`src/design/e2q_pkg.sv`:
```
`timescale 1ns / 1ps
package e2q_pkg;
  localparam int AngleWidth = 16;
  localparam int QuatFracBits = 14;
  localparam int QuatWidth = QuatFracBits + 2;
  localparam int CordicIters = 16;
  localparam int Frac = 30;
  localparam int VecWidth = 34;
  localparam int IterWidth = $clog2(CordicIters);
  localparam logic signed [VecWidth-1:0] CordicGain = 34'sd652032874;
  localparam logic [16:0] DegPeriod = 17'd46080;
  localparam logic [16:0] Quarter = 17'd11520;

  typedef enum logic [1:0] {
    CMD_ALL  = 2'd0,
    CMD_YAW  = 2'd1,
    CMD_PITCH = 2'd2,
    CMD_ROLL = 2'd3
  } cmd_e;

  typedef enum logic [2:0] {
    ST_IDLE,
    ST_PREP,
    ST_ROT,
    ST_SAVE,
    ST_PROD,
    ST_DONE
  } state_e;

  typedef struct packed {
    logic start;
    logic step;
    logic [IterWidth-1:0] iter;
  } cordic_ctrl_t;

  function automatic logic signed [VecWidth-1:0] atan_entry(input logic [IterWidth-1:0] i);
    logic signed [VecWidth-1:0] r;
    case (i)
      0: r = 34'sd843314856;
      1: r = 34'sd497837829;
      2: r = 34'sd263043836;
      3: r = 34'sd133525158;
      4: r = 34'sd67021686;
      5: r = 34'sd33543515;
      6: r = 34'sd16775850;
      7: r = 34'sd8388437;
      8: r = 34'sd4194282;
      9: r = 34'sd2097149;
      10: r = 34'sd1048575;
      default: r = (34'sd1 <<< (Frac - 32'(i))) - 34'sd1;
    endcase
    return r;
  endfunction
endpackage

```
`src/design/e2q_cordic.sv`:
```
`timescale 1ns / 1ps
module e2q_cordic (
  input  logic clk_i,
  input  logic rst_ni,
  input  e2q_pkg::cordic_ctrl_t ctrl_i,
  input  logic signed [e2q_pkg::AngleWidth-1:0] deg_i,
  output logic signed [e2q_pkg::VecWidth-1:0] sin_o,
  output logic signed [e2q_pkg::VecWidth-1:0] cos_o
);
  import e2q_pkg::*;

  logic signed [VecWidth-1:0] x_q, x_d, y_q, y_d, z_q, z_d;
  logic neg_q, neg_d;
  logic [16:0] m;
  logic signed [17:0] u;
  logic [16:0] mag;
  logic [50:0] zp;
  logic signed [VecWidth-1:0] z0;
  logic signed [17:0] degx;

  always_comb begin
    degx = 18'(deg_i);
    // Reduce modulo 720 degrees: magnitude below two periods after offset.
    m = 17'(degx + 18'sd46080);
    if (m >= DegPeriod) m = m - DegPeriod;
    u = 18'($signed({1'b0, m}));
    if (m <= Quarter) begin
      u = $signed({1'b0, m});
    end else if (m < 17'd34560) begin
      u = $signed({1'b0, m}) - 18'sd23040;
    end else begin
      u = $signed({1'b0, m}) - 18'sd46080;
    end
    mag = u[17] ? 17'(-u) : 17'(u);
    zp = (51'(mag) * 51'd9595049034 + 51'd32768) >> 16;
    z0 = u[17] ? -VecWidth'(zp) : VecWidth'(zp);
  end

  always_comb begin
    x_d = x_q; y_d = y_q; z_d = z_q;
    neg_d = neg_q;
    if (ctrl_i.start) begin
      x_d = CordicGain; y_d = '0; z_d = z0;
      neg_d = (m > Quarter) && (m < 17'd34560);
    end else if (ctrl_i.step) begin
      if (!z_q[VecWidth-1]) begin
        x_d = x_q - (y_q >>> ctrl_i.iter);
        y_d = y_q + (x_q >>> ctrl_i.iter);
        z_d = z_q - atan_entry(ctrl_i.iter);
      end else begin
        x_d = x_q + (y_q >>> ctrl_i.iter);
        y_d = y_q - (x_q >>> ctrl_i.iter);
        z_d = z_q + atan_entry(ctrl_i.iter);
      end
    end
  end

  always_ff @(posedge clk_i or negedge rst_ni) begin
    if (!rst_ni) begin
      neg_q <= 1'b0;
    end else begin
      neg_q <= neg_d;
    end
  end

  always_ff @(posedge clk_i) begin
    x_q <= x_d; y_q <= y_d; z_q <= z_d;
  end

  assign cos_o = neg_q ? -x_q : x_q;
  assign sin_o = neg_q ? -y_q : y_q;
endmodule

```
`config.mk`:
```
export PLATFORM = sky130hd
export DESIGN_NAME = e2q_cordic
export DESIGN_NICKNAME = d
export VERILOG_FILES = /design/src/design/e2q_pkg.sv /design/src/design/e2q_cordic.sv
export SDC_FILE = /design/constraint.sdc
export NUM_CORES = 1
export LEC_CHECK = 0
export BUFFER_PORTS_ARGS = -buffer_cell sky130_fd_sc_hd__buf_4
export CORE_UTILIZATION = 25
export DETAILED_ROUTE_END_ITERATION = 10
export PLACE_DENSITY_LB_ADDON = 0.05
export SYNTH_ARGS = -nofsm -noshare
export SYNTH_HDL_FRONTEND = slang
export SYNTH_SLANG_ARGS = --single-unit
```
`constraint.sdc`:
```
create_clock -name clk_i -period 5.6 [get_ports clk_i]
set_input_delay 0.84 -clock clk_i [delete_from_list [all_inputs] [get_ports clk_i]]
set_output_delay 0.84 -clock clk_i [all_outputs]
set_load 0.05 [all_outputs]
```
* After elaboration in Yosys (flattened, before gate mapping)
Index checks and enable logic that the tools add are counted.
** Storage, ports and cells
- Register bits :: 103
- Bits of input ports :: 24
- Output and inout bits :: 68
- Word-level logic and storage cells :: 61
** Cells by class
- Add/subtract/negate cells :: 17
- Multipliers :: 1
- Magnitude comparators :: 4
- Equal/unequal tests :: 10
- Shifts and indexed selects :: 3
- Muxes and demuxes :: 19
- Reduce and logical (&&, ||, !) cells :: 3
** Operators with widths (count)
- $mux W34 :: 14
- $pmux W34 S11 :: 1
- $add A34 B34 Y34 :: 3
- $neg A34 Y34 :: 3
- $sub A34 B34 Y34 :: 3
- $sshr A34 B4 Y34 :: 2
- $add A50 B16 Y50 const B :: 1
- $mul A17 B33 Y49 const B :: 1
- $mux W18 :: 2
- $mux W17 :: 2
- $sshl A2 B32 Y34 const A :: 1
- $sub A34 B2 Y34 const B :: 1
- $sub A17 B15 Y18 const B :: 1
- $sub A17 B16 Y18 const B :: 1
- $add A16 B17 Y17 const B :: 1
- $ge A17 B16 Y1 const B :: 1
- $gt A17 B14 Y1 const B :: 1
- $le A17 B14 Y1 const B :: 1
- $lt A17 B16 Y1 const B :: 1
- $neg A17 Y17 :: 1
- $sub A17 B16 Y17 const B :: 1
- $eq A4 B3 Y1 const B :: 4
- $eq A4 B4 Y1 const B :: 3
- $eq A4 B2 Y1 const B :: 2
- 5 further kinds :: 5

* Longest topological paths before layout
Gate-level depths: netlist of the first run.
- Word-level depth :: 13
- Mapped depth :: 57
- Mapped depth without buffers :: 55

* Worst setup path after synthesis of the first run
No wires, ideal clock.
- Kind :: in2reg
- Start point :: in deg_i[10] in the netlist's numbering
- End point :: reg z_q[33], data pin
- Data arrival time :: 12.390 ns
- Required time :: 5.339 ns
- Path slack :: -7.051 ns
- Cell stages on the path :: 48
- Buffers on the path :: 5
- Path through :: buf_2 -> inv_1 -> ha_1 -> clkbuf_1 -> nor2b_1 -> o21ai_0 -> a211o_1 -> o311ai_4 -> nand3_1 -> ha_1 -> a41oi_1 -> nor2_1 -> o221a_2 -> or2_2 -> a21oi_1 -> clkbuf_1 -> clkbuf_1 -> nor2_1 -> [... 12 more ...] -> ha_1 -> clkbuf_1 -> a21oi_1 -> o221a_2 -> o21ai_0 -> a21oi_1 -> o21bai_1 -> a21o_1 -> a21o_1 -> o311ai_0 -> o211ai_1 -> nor4_1 -> and4_1 -> xnor2_1 -> nor2_1 -> a41oi_1 -> xnor2_1 -> mux2i_1
** On the way
- Word-level cells in the longest chain between the ends :: 13
** Ends and longest elaborated chain
- start, declared :: RTL line e2q_cordic.sv:6 : input logic signed [e2q_pkg::AngleWidth-1:0] deg_i,
- $add A16 B17 Y17 (*) :: RTL line e2q_cordic.sv:24 : m = 17'(degx + 18'sd46080);
- $sub A17 B16 Y17 / $ge A17 B16 Y1 (equally long branches) :: RTL line e2q_cordic.sv:25 : if (m >= DegPeriod) m = m - DegPeriod;
- $mux W17 (*) :: RTL line e2q_cordic.sv:25
- $sub A17 B16 Y18 (tied with other cells) :: RTL line e2q_cordic.sv:32 : u = $signed({1'b0, m}) - 18'sd46080;
- $mux W18 :: RTL line e2q_cordic.sv:29 : end else if (m < 17'd34560) begin
- $mux W18 (*) :: RTL line e2q_cordic.sv:27 : if (m <= Quarter) begin
- $neg A17 Y17 :: RTL line e2q_cordic.sv:34 : mag = u[17] ? 17'(-u) : 17'(u);
- $mux W17 :: RTL line e2q_cordic.sv:34
- $mul A17 B33 Y49 :: RTL line e2q_cordic.sv:35 : zp = (51'(mag) * 51'd9595049034 + 51'd32768) >> 16;
- $add A50 B16 Y50 :: RTL line e2q_cordic.sv:35
- $neg A34 Y34 :: RTL line e2q_cordic.sv:36 : z0 = u[17] ? -VecWidth'(zp) : VecWidth'(zp);
- $mux W34 (*) :: RTL line e2q_cordic.sv:36
- $mux W34 (*) :: RTL line e2q_cordic.sv:42 : if (ctrl_i.start) begin
- named net z_d[33] :: RTL line e2q_cordic.sv:12 : logic signed [VecWidth-1:0] x_q, x_d, y_q, y_d, z_q, z_d;
- end signal, assigned :: RTL line e2q_cordic.sv:67 : x_q <= x_d; y_q <= y_d; z_q <= z_d;
- end, declared :: RTL line e2q_cordic.sv:12
Mark *: on every way through the listed nets, which the timed path passes. The rest lies on a longest branch.
A chain may end at the register's enable or synchronous reset.

* Final worst setup path of the first run
- Start point :: in deg_i[3] in the netlist's numbering
- End point :: reg z_q[25], data pin
Same word-level chain as after synthesis.

==> summary.txt, run 1 <==
M3 GR Usage: 1.37%
Violations in the final reports: negative setup slack
Initial antenna violation count: 2
Nets: 5,216
DRC viols: 0
Final Hold Viols: 0
Layout cells sized above 1: 42.3%
# IOs: 92
M1 GR Usage: 28.3%
Pre-CTS WS: -6.33 ns
Register area: 0.00241 sq mm
Crit path top cell by count: fa_1
IO buf count: 91
Critical Path AT: 11.15 ns
Worst slew margin: 31.0%
RSZ-0062 raised after global routing: true
Core ar.: 0.109 sq mm
DP HPWL: 93,500 um
Max-Cap Viols: 0
Fin worst setup slack: -5.42 ns
WL per Instance: 18.5 um
Async SR Flop Fraction: 0.971%
Count of state elements after synthesis: 103
First-pass detailed-route iteration total: 6
Count of flip-flops with a built-in enable after synthesis: 34
GRT Util Overall: 20.4%
Worst path required time: 5.73 ns
Slew @ Worst Pin: 1.04 ns
Grt ovf: 0
CTS Buf Count: 9
Yosys cell types: 113
Die X: 334 um
DIE AREA: 0.111 sq mm
Cells after Synth: 3,523
Skew-Pair Late Insertion Delay: 0.42 ns
Layout Area Growth over Synthesis: 56.9%
Mux contribution to synthesized area: 7.65%
Root Driver: clkbuf_16
Highest cell delay on the worst timing path: 0.58 ns
Syn_area_per_cell: 7.81 sq um
Worst min path class: primary input to asynchronous set/reset pin
XOR/XNOR Fraction of Synth Area: 11.2%
Simple-gate share of the synthesized area: 18.5%
Crit-path leading delay family: simple AND/OR/NAND/NOR gates
Number of global-route vias before repair: 30,168
Vert. Die Dim: 334 um
Adder-cell area share of the yosys netlist: 26.5%
Via density: 4.75
CP bufs+invs: 8
1st-iter DRT viols: 1,303
Crit path capture type: flop
Slowest cell on the critical path: or4b_4
Commonest non-fill, non-tap cell in the layout: buf_4
Max FO, Critical Path: 6
Fin. max-slew vios: 0
CTS Buffer Depth: 2
Final ANT Viol Nets: 0
Min Tclk post-route: 11.02 ns
GP Congestion: 0.849
Post-synthesis sequential area ratio: 8.75%
Area of the multi-input gates: 0.0265 sq mm
Status: complete, but fails checks
Rows: 121
Startpoint class of the critical path: primary input
Clk_skew: 0.0284 ns
Max Clock Freq: 0.0907 GHz
Via count: 29,111
Most frequent cells in the layout: buf_4, inv_1, nor2_1, nand2_1, ha_1
Final cycle utilization of the critical path: 197%
Synthesized area: 0.0275 sq mm
Grt peak-use layer: met2
CTS sink cnt: 103
Fillers: 11,326
H-tree levels: 3
Initial Utilization: 25.2%
Largest family of logic cells by synthesized area: adder cells
Worst-path clk slew: 0.10 ns
Top_reg_cell synth: dfxtp_1
Compound-cell area share of the yosys netlist: 19.8%
Drt total wl: 113,000 um
Synth warn: 0
Largest net degree at the start of global routing: 72
First-pass GRT wire length: 177,000 um
Crit path kind: primary input to flop
CTS tree: yes
# setup viols final: 57
Met2 Resource Use GR: 35.2%
## cell usage after synthesis (all sizes together) (79+ instances only)
library cell	count	area share (%)
o21ai	183	3.3
nor3	79	1.5
clkbuf	131	1.8
xor2	85	2.7
a21oi	267	4.9
mux2i	91	3.3
fa	173	13
xnor2	262	8.5
nand2	300	4.1
nor2	309	4.2
ha	306	14
inv	370	5.0
## timing repair
| action | CTS | global route |
|---|---|---|
| setup buffers | 132 | 64 |
| setup endpoints to repair | 65 | 65 |
| gates resized for setup | 364 | 205 |
| hold buffers | 0 | 0 |
| cloned | 2 | 0 |
| pin swaps | 254 | 207 |
## worst register-to-register path, delay by kind of cell (launching register included)
family                     cells  cell delay, ns
AOI/OAI and AO/OA              8            1.15
xor gates and xnor gates       2            0.32
adders and majority gates      1            0.27
buffers and inverters          1            0.14
DFF                            1            0.38
muxes                          1            0.52
and+or+nand+nor               16            2.69
## per-stage QoR
step	TNS (ns)	std cells	hold slack, ns	instance area (sq um)	util (%)
after floorplan	-169.58	3524	0.517	28900	-
after global placement	-226.21	5932	0.569	38700	35.5
after detailed placement	-224.26	5932	0.574	38700	35.5
after CTS	-169.31	6079	0.156	41800	38.4
after global routing	-192.89	6133	0.156	43200	39.6
final	-170.28	6133	0.181	43200	39.6
## worst paths after layout
kind	endpoint	from	slack, ns	cells past startpoint
min	neg_q	rst_ni	0.18	1
max in group asynchronous	neg_q	rst_ni	5.33	1
min reg2reg	y_q[2]	y_q[2]	0.59	2
min in group clk_i	y_q[2]	y_q[2]	0.59	2
max reg2reg	x_q[33]	y_q[14]	-0.02	29
max	z_q[25]	deg_i[3]	-5.42	50
## sequential cells by signal, indices dropped and copies added (netlist names)
name / cells
neg_q: 1
y_q: 34
z_q: 34
x_q: 34
## kinds of logic after synthesis
| family | after synthesis |
|---|---|
| AO/OA/AOI/OAI | 835 |
| flip-flops | 103 |
| multiplexers | 153 |
| AND/OR/NAND/NOR | 1053 |
| XOR/XNOR | 347 |
| buffers and inverters | 551 |
| adder cells (fa/ha/maj) | 479 |
| other | 2 |
## per-layer routing
layer  share of wire [%]  vias up
li1                    -    14685
met1                  49    14063
met2                  48      306
met3                 1.7       57
met4                 1.1        0
met5                   0        -
## cell type report
| type | instances | share of cell area (%) |
|---|---|---|
| multi-input combinational | 2870 | 61.3 |
| timing repair buffer | 1357 | 25.1 |
| antenna | 1 | 0.00580 |
| clock inverter | 7 | 0.139 |
| inverter | 372 | 3.25 |
| clock buffer | 9 | 0.522 |
| tap | 1414 | 4.10 |
| sequential | 103 | 5.58 |
Power of run 1 is left out: the tool's default activity adds up to more than one toggle a clock period on the data nets, which glitch-free logic cannot reach.
==> run 2: changes to the inputs <==
--- a/config.mk
+++ b/config.mk
@@ -5,6 +5,7 @@
 export SDC_FILE = /design/constraint.sdc
 export NUM_CORES = 1
 export LEC_CHECK = 0
+export ABC_AREA = 1
 export BUFFER_PORTS_ARGS = -buffer_cell sky130_fd_sc_hd__buf_4
 export CORE_UTILIZATION = 25
 export DETAILED_ROUTE_END_ITERATION = 10
==> summary.txt, run 2 <==
Vert. Die Dim: 333 um
Max Clock Freq: 0.107 GHz
Finished Core Util: 41.6%
First-pass GRT wire length: 177,000 um
Slowest cell on the critical path: fa_1
Startpoint class of the critical path: primary input
XOR/XNOR Fraction of Synth Area: 7.51%
Count of flip-flops with a built-in enable after synthesis: 34
Root Driver: clkbuf_16
Core ar.: 0.108 sq mm
Layout cells sized above 1: 42.6%
Dominant cell type by area after synthesis: ha_1
Area of the multi-input gates: 0.0258 sq mm
Compound-cell area share of the yosys netlist: 16.6%
Largest family of logic cells by synthesized area: adder cells
Drt total wl: 115,000 um
Synth top cells by count: nand2_1, inv_1, o21ai_0, nor2_1, ha_1
# setup viols final: 40
Slew @ Worst Pin: 0.988 ns
Crit path kind: primary input to flop
Via density: 4.43
Main area contributors after synthesis: ha_1, fa_1, nand2_1, inv_1, o21ai_0
Grt ovf: 0
Cell Area, Placed: 0.0388 sq mm
DP HPWL: 95,700 um
Mux contribution to synthesized area: 1.72%
DRC viols: 0
Worst-path clk slew: 0.10 ns
Violations in the final reports: negative setup slack
Top_reg_cell synth: dfxtp_1
1st-iter DRT viols: 1,440
Adder-cell area share of the yosys netlist: 26.7%
# IOs: 92
Synthesized area: 0.0273 sq mm
Fin Setup TNS: -114.37 ns
Fin worst setup slack: -3.76 ns
CTS Buffer Depth: 2
RSZ-0062 raised after global routing: true
First-pass detailed-route iteration total: 5
Async SR Flop Fraction: 0.971%
Fillers: 11,498
Final ANT Viol Nets: 0
Final cycle utilization of the critical path: 167%
Largest regs: x_q (34), y_q (34), z_q (34)
Largest net degree at the start of global routing: 62
Post-Layout Inst Area: 0.0448 sq mm
Yosys cell types: 66
Die X: 333 um
Count of state elements after synthesis: 103
Hold slack: 0.158 ns
Crit path capture type: flop
Layout Area Growth over Synthesis: 63.9%
Worst slew margin: 33.4%
Synth warn: 0
Nets: 6,101
Register area: 0.00241 sq mm
Number of global-route vias before repair: 30,889
Highest cell delay on the worst timing path: 0.58 ns
Max FO, Critical Path: 8
Via count: 31,031
Worst min path class: primary input to asynchronous set/reset pin
Antenna diodes: 0
Commonest non-fill, non-tap cell in the layout: buf_4
CTS Buf Count: 9
Rows: 120
Syn_area_per_cell: 6.50 sq um
DIE AREA: 0.111 sq mm
Fin. max-slew vios: 0
Most numerous cell in the Yosys netlist: nand2_1
CTS tree: yes
Status: complete, but fails checks
Post-synthesis sequential area ratio: 8.80%
Clk_skew: 0.0262 ns
Initial antenna violation count: 2
Most frequent cells in the layout: buf_4, nand2_1, inv_1, nor2_1, ha_1
Initial Utilization: 25.4%
Worst path required time: 5.80 ns
Min Tclk post-route: 9.36 ns
Synth top area share: 14.0%
Simple-gate share of the synthesized area: 26.6%
Critical Path AT: 9.56 ns
Max-Cap Viols: 0
Cells after Synth: 4,209
Cts hold-fix bufs: 0
Skew-Pair Late Insertion Delay: 0.44 ns
WL per Instance: 16.3 um
GP Congestion: 0.870
H-tree levels: 3
Final Hold Viols: 0
CTS sink cnt: 103
IO buf count: 91
GRT Util Overall: 20.5%
==> run 2: per-layer routing <==
layer  track usage, %  up-vias  share of wire, %
li1                 -    16397                 -
met3             1.68       59               2.4
met2             33.2      325                45
met5                0        -                 0
met4             3.50        0               1.3
met1             29.6    14250                51
==> run 2: timing repair <==
item / in CTS / in global routing
cloned: 5 / 0
pin swaps: 263 / 186
gates resized for setup: 735 / 312
setup endpoints to repair: 55 / 57
buffers inserted: 163 / 53
==> run 2: path summary, 6_finish.rpt <==
path,depth (start not counted),end,startpoint,slack [ns]
min,1,neg_q,rst_ni,0.16
max,59,z_q[33],deg_i[10],-3.76
max in group asynchronous,1,neg_q,rst_ni,5.36
max reg2reg,44,y_q[33],x_q[8],0.09
min reg2reg,2,y_q[2],y_q[2],0.51
min in group clk_i,2,y_q[2],y_q[2],0.51
==> run 2: logic make-up (layout without fill, tap and decap cells) <==
family,count (synthesis),count (layout)
adder cells (fa/ha/maj),479,479
AND/OR/NAND/NOR,1652,1654
multiplexers,47,47
buffers and inverters,869,2260
XOR/XNOR,229,229
AO/OA/AOI/OAI,828,828
other,2,3
flip-flops,103,103
==> run 2: worst max-delay path: cells and delay by family <==
family	cells	cell delay (ns)
XOR/XNOR	1	0.23
AND/OR/NAND/NOR	28	2.60
adder cells (fa/ha/maj)	9	3.44
AO/OA/AOI/OAI	8	1.20
buffers and inverters	13	1.23
==> run 2: cell type report <==
| class | instances | area share (%) |
|---|---|---|
| multi-input cells | 3240 | 57.7 |
| repair buffers | 1479 | 25.8 |
| flip-flops and latches | 103 | 5.37 |
| inverters | 764 | 6.54 |
| repair inverters | 1 | 0.0140 |
| well taps | 1403 | 3.92 |
| clock buffers | 10 | 0.514 |
| clock inverters | 6 | 0.173 |
==> run 2: metrics by stage <==
stage / std cells / worst slack, ns
after global routing: 7006 / -4.22
after CTS: 6954 / -3.56
after global placement: 6773 / -4.92
after detailed placement: 6773 / -4.86
after floorplan: 4210 / -3.67
final: 7006 / -3.76
Power of run 2 is left out for the same reason.
==> run 3: changes to the inputs <==
--- a/config.mk
+++ b/config.mk
@@ -10,6 +10,7 @@
 export CORE_UTILIZATION = 25
 export DETAILED_ROUTE_END_ITERATION = 10
 export PLACE_DENSITY_LB_ADDON = 0.05
+export SETUP_SLACK_MARGIN = 0.3
 export SYNTH_ARGS = -nofsm -noshare
 export SYNTH_HDL_FRONTEND = slang
 export SYNTH_SLANG_ARGS = --single-unit
==> summary.txt, run 3 (synthesis results as in run 2) <==
Final cycle utilization of the critical path: 164%
Via count: 30,890
CTS Buf Count: 9
Largest regs: x_q (34), y_q (34), z_q (34)
Slew @ Worst Pin: 0.792 ns
Worst path required time: 5.77 ns
GRT Util Overall: 20.4%
Worst-path clk slew: 0.08 ns
Crit path capture type: flop
CTS sink cnt: 103
Nets: 6,067
Violations in the final reports: negative setup slack
# IOs: 92
1st-iter DRT viols: 1,474
DP HPWL: 95,900 um
Reg2Reg Setup Slack: 0.30 ns
Worst reg2reg path depth: 38
Crit path top cell by count: buf_4
DRC viols: 0
Max-Cap Viols: 0
H-tree levels: 3
CTS Buffer Depth: 2
Cell Area, Placed: 0.0387 sq mm
Max FO, Critical Path: 5
Most frequent cells in the layout: buf_4, nand2_1, inv_1, nor2_1, ha_1
# setup viols final: 38
Min Tclk post-route: 9.17 ns
Critical Path AT: 9.34 ns
WL per Instance: 16.4 um
Highest cell delay on the worst timing path: 0.64 ns
Reg2reg start: y_q[14]
DIE AREA: 0.111 sq mm
Finished Core Util: 41.7%
Antenna diodes: 0
Fin worst setup slack: -3.57 ns
Initial antenna violation count: 2
Worst r2r dst: x_q[17]
IO buf count: 91
Slowest cell on the critical path: fa_2
Fin. max-slew vios: 0
Largest net degree at the start of global routing: 62
Drt total wl: 114,000 um
Status: complete, but fails checks
Rows: 120
GP Congestion: 0.868
Vert. Die Dim: 333 um
Final Hold Viols: 0
Startpoint class of the critical path: primary input
Initial Utilization: 25.4%
Grt ovf: 0
Via density: 4.43
Clk_skew: 0.0236 ns
CTS tree: yes
Hold slack: 0.182 ns
Die X: 333 um
Commonest non-fill, non-tap cell in the layout: buf_4
RSZ-0062 raised after global routing: true
Core ar.: 0.108 sq mm
Post-Layout Inst Area: 0.0450 sq mm
First-pass detailed-route iteration total: 5
Final ANT Viol Nets: 0
Skew-Pair Late Insertion Delay: 0.43 ns
Layout Area Growth over Synthesis: 64.5%
First-pass GRT wire length: 177,000 um
Max Clock Freq: 0.109 GHz
Worst slew margin: 46.6%
Root Driver: clkbuf_16
Number of global-route vias before repair: 30,691
Worst min path class: primary input to asynchronous set/reset pin
Cts hold-fix bufs: 0
Crit path kind: primary input to flop
Layout cells sized above 1: 43.8%
run 3: layer usage:
metal  vias up  wire, um  global-route usage (%)
li1      16333         -                       -
met1     14168     58800                    30.0
met2       333     51700                    33.1
met3        56      2650                    1.53
met4         0      1180                    2.78
met5         -         0                       0
run 3: what timing repair did:
| item | CTS | global route |
|---|---|---|
| cloned | 4 | 1 |
| buffers inserted | 132 | 73 |
| resized for setup | 667 | 467 |
| endpoints found under the setup margin | 63 | 59 |
| pin swaps | 248 | 290 |
run 3: worst max-delay path, delay by kind of cell:
family                   cells  cell delay, ns
buffers and inverters       13            1.66
adder cells (fa/ha/maj)      8            3.13
AND/OR/NAND/NOR             24            2.58
XOR/XNOR                     3            0.58
AO/OA/AOI/OAI                3            0.52
run 3: worst max path at each step:
stage               from  endpoint  slack (ns)  depth (start not counted)
6_report        deg_i[8]   z_q[33]       -3.57                         51
5_1_grt        deg_i[10]   z_q[28]       -4.01                         68
4_1_cts        deg_i[10]   z_q[33]       -3.60                         59
3_5_place_dp   deg_i[10]   z_q[30]       -4.94                         61
3_3_place_gp   deg_i[10]   z_q[30]       -4.80                         56
2_1_floorplan  deg_i[10]   z_q[33]       -3.67                         57
run 3: layout make-up:
cell class | count | area [sq um]
Timing Repair inverter | 1 | 6.26
Sequential cell | 103 | 2410
Inverter | 764 | 2930
Clock buffer | 9 | 225
Clock inverter | 7 | 57.6
Timing Repair Buffer | 1445 | 11400
Fill cell | 11376 | 62800
Tap cell | 1403 | 1760
Multi-Input combinational cell | 3240 | 26200
run 3: through the flow:
step                      setup TNS (ns)  setup WS, ns  instances
after floorplan                  -113.57         -3.67       4210
after global placement           -162.51         -4.80       6746
after detailed placement         -164.64         -4.94       6746
after CTS                        -111.00         -3.60       6898
after global routing             -126.93         -4.01       6972
final                            -109.74         -3.57       6972
Power of run 3 is left out for the same reason.
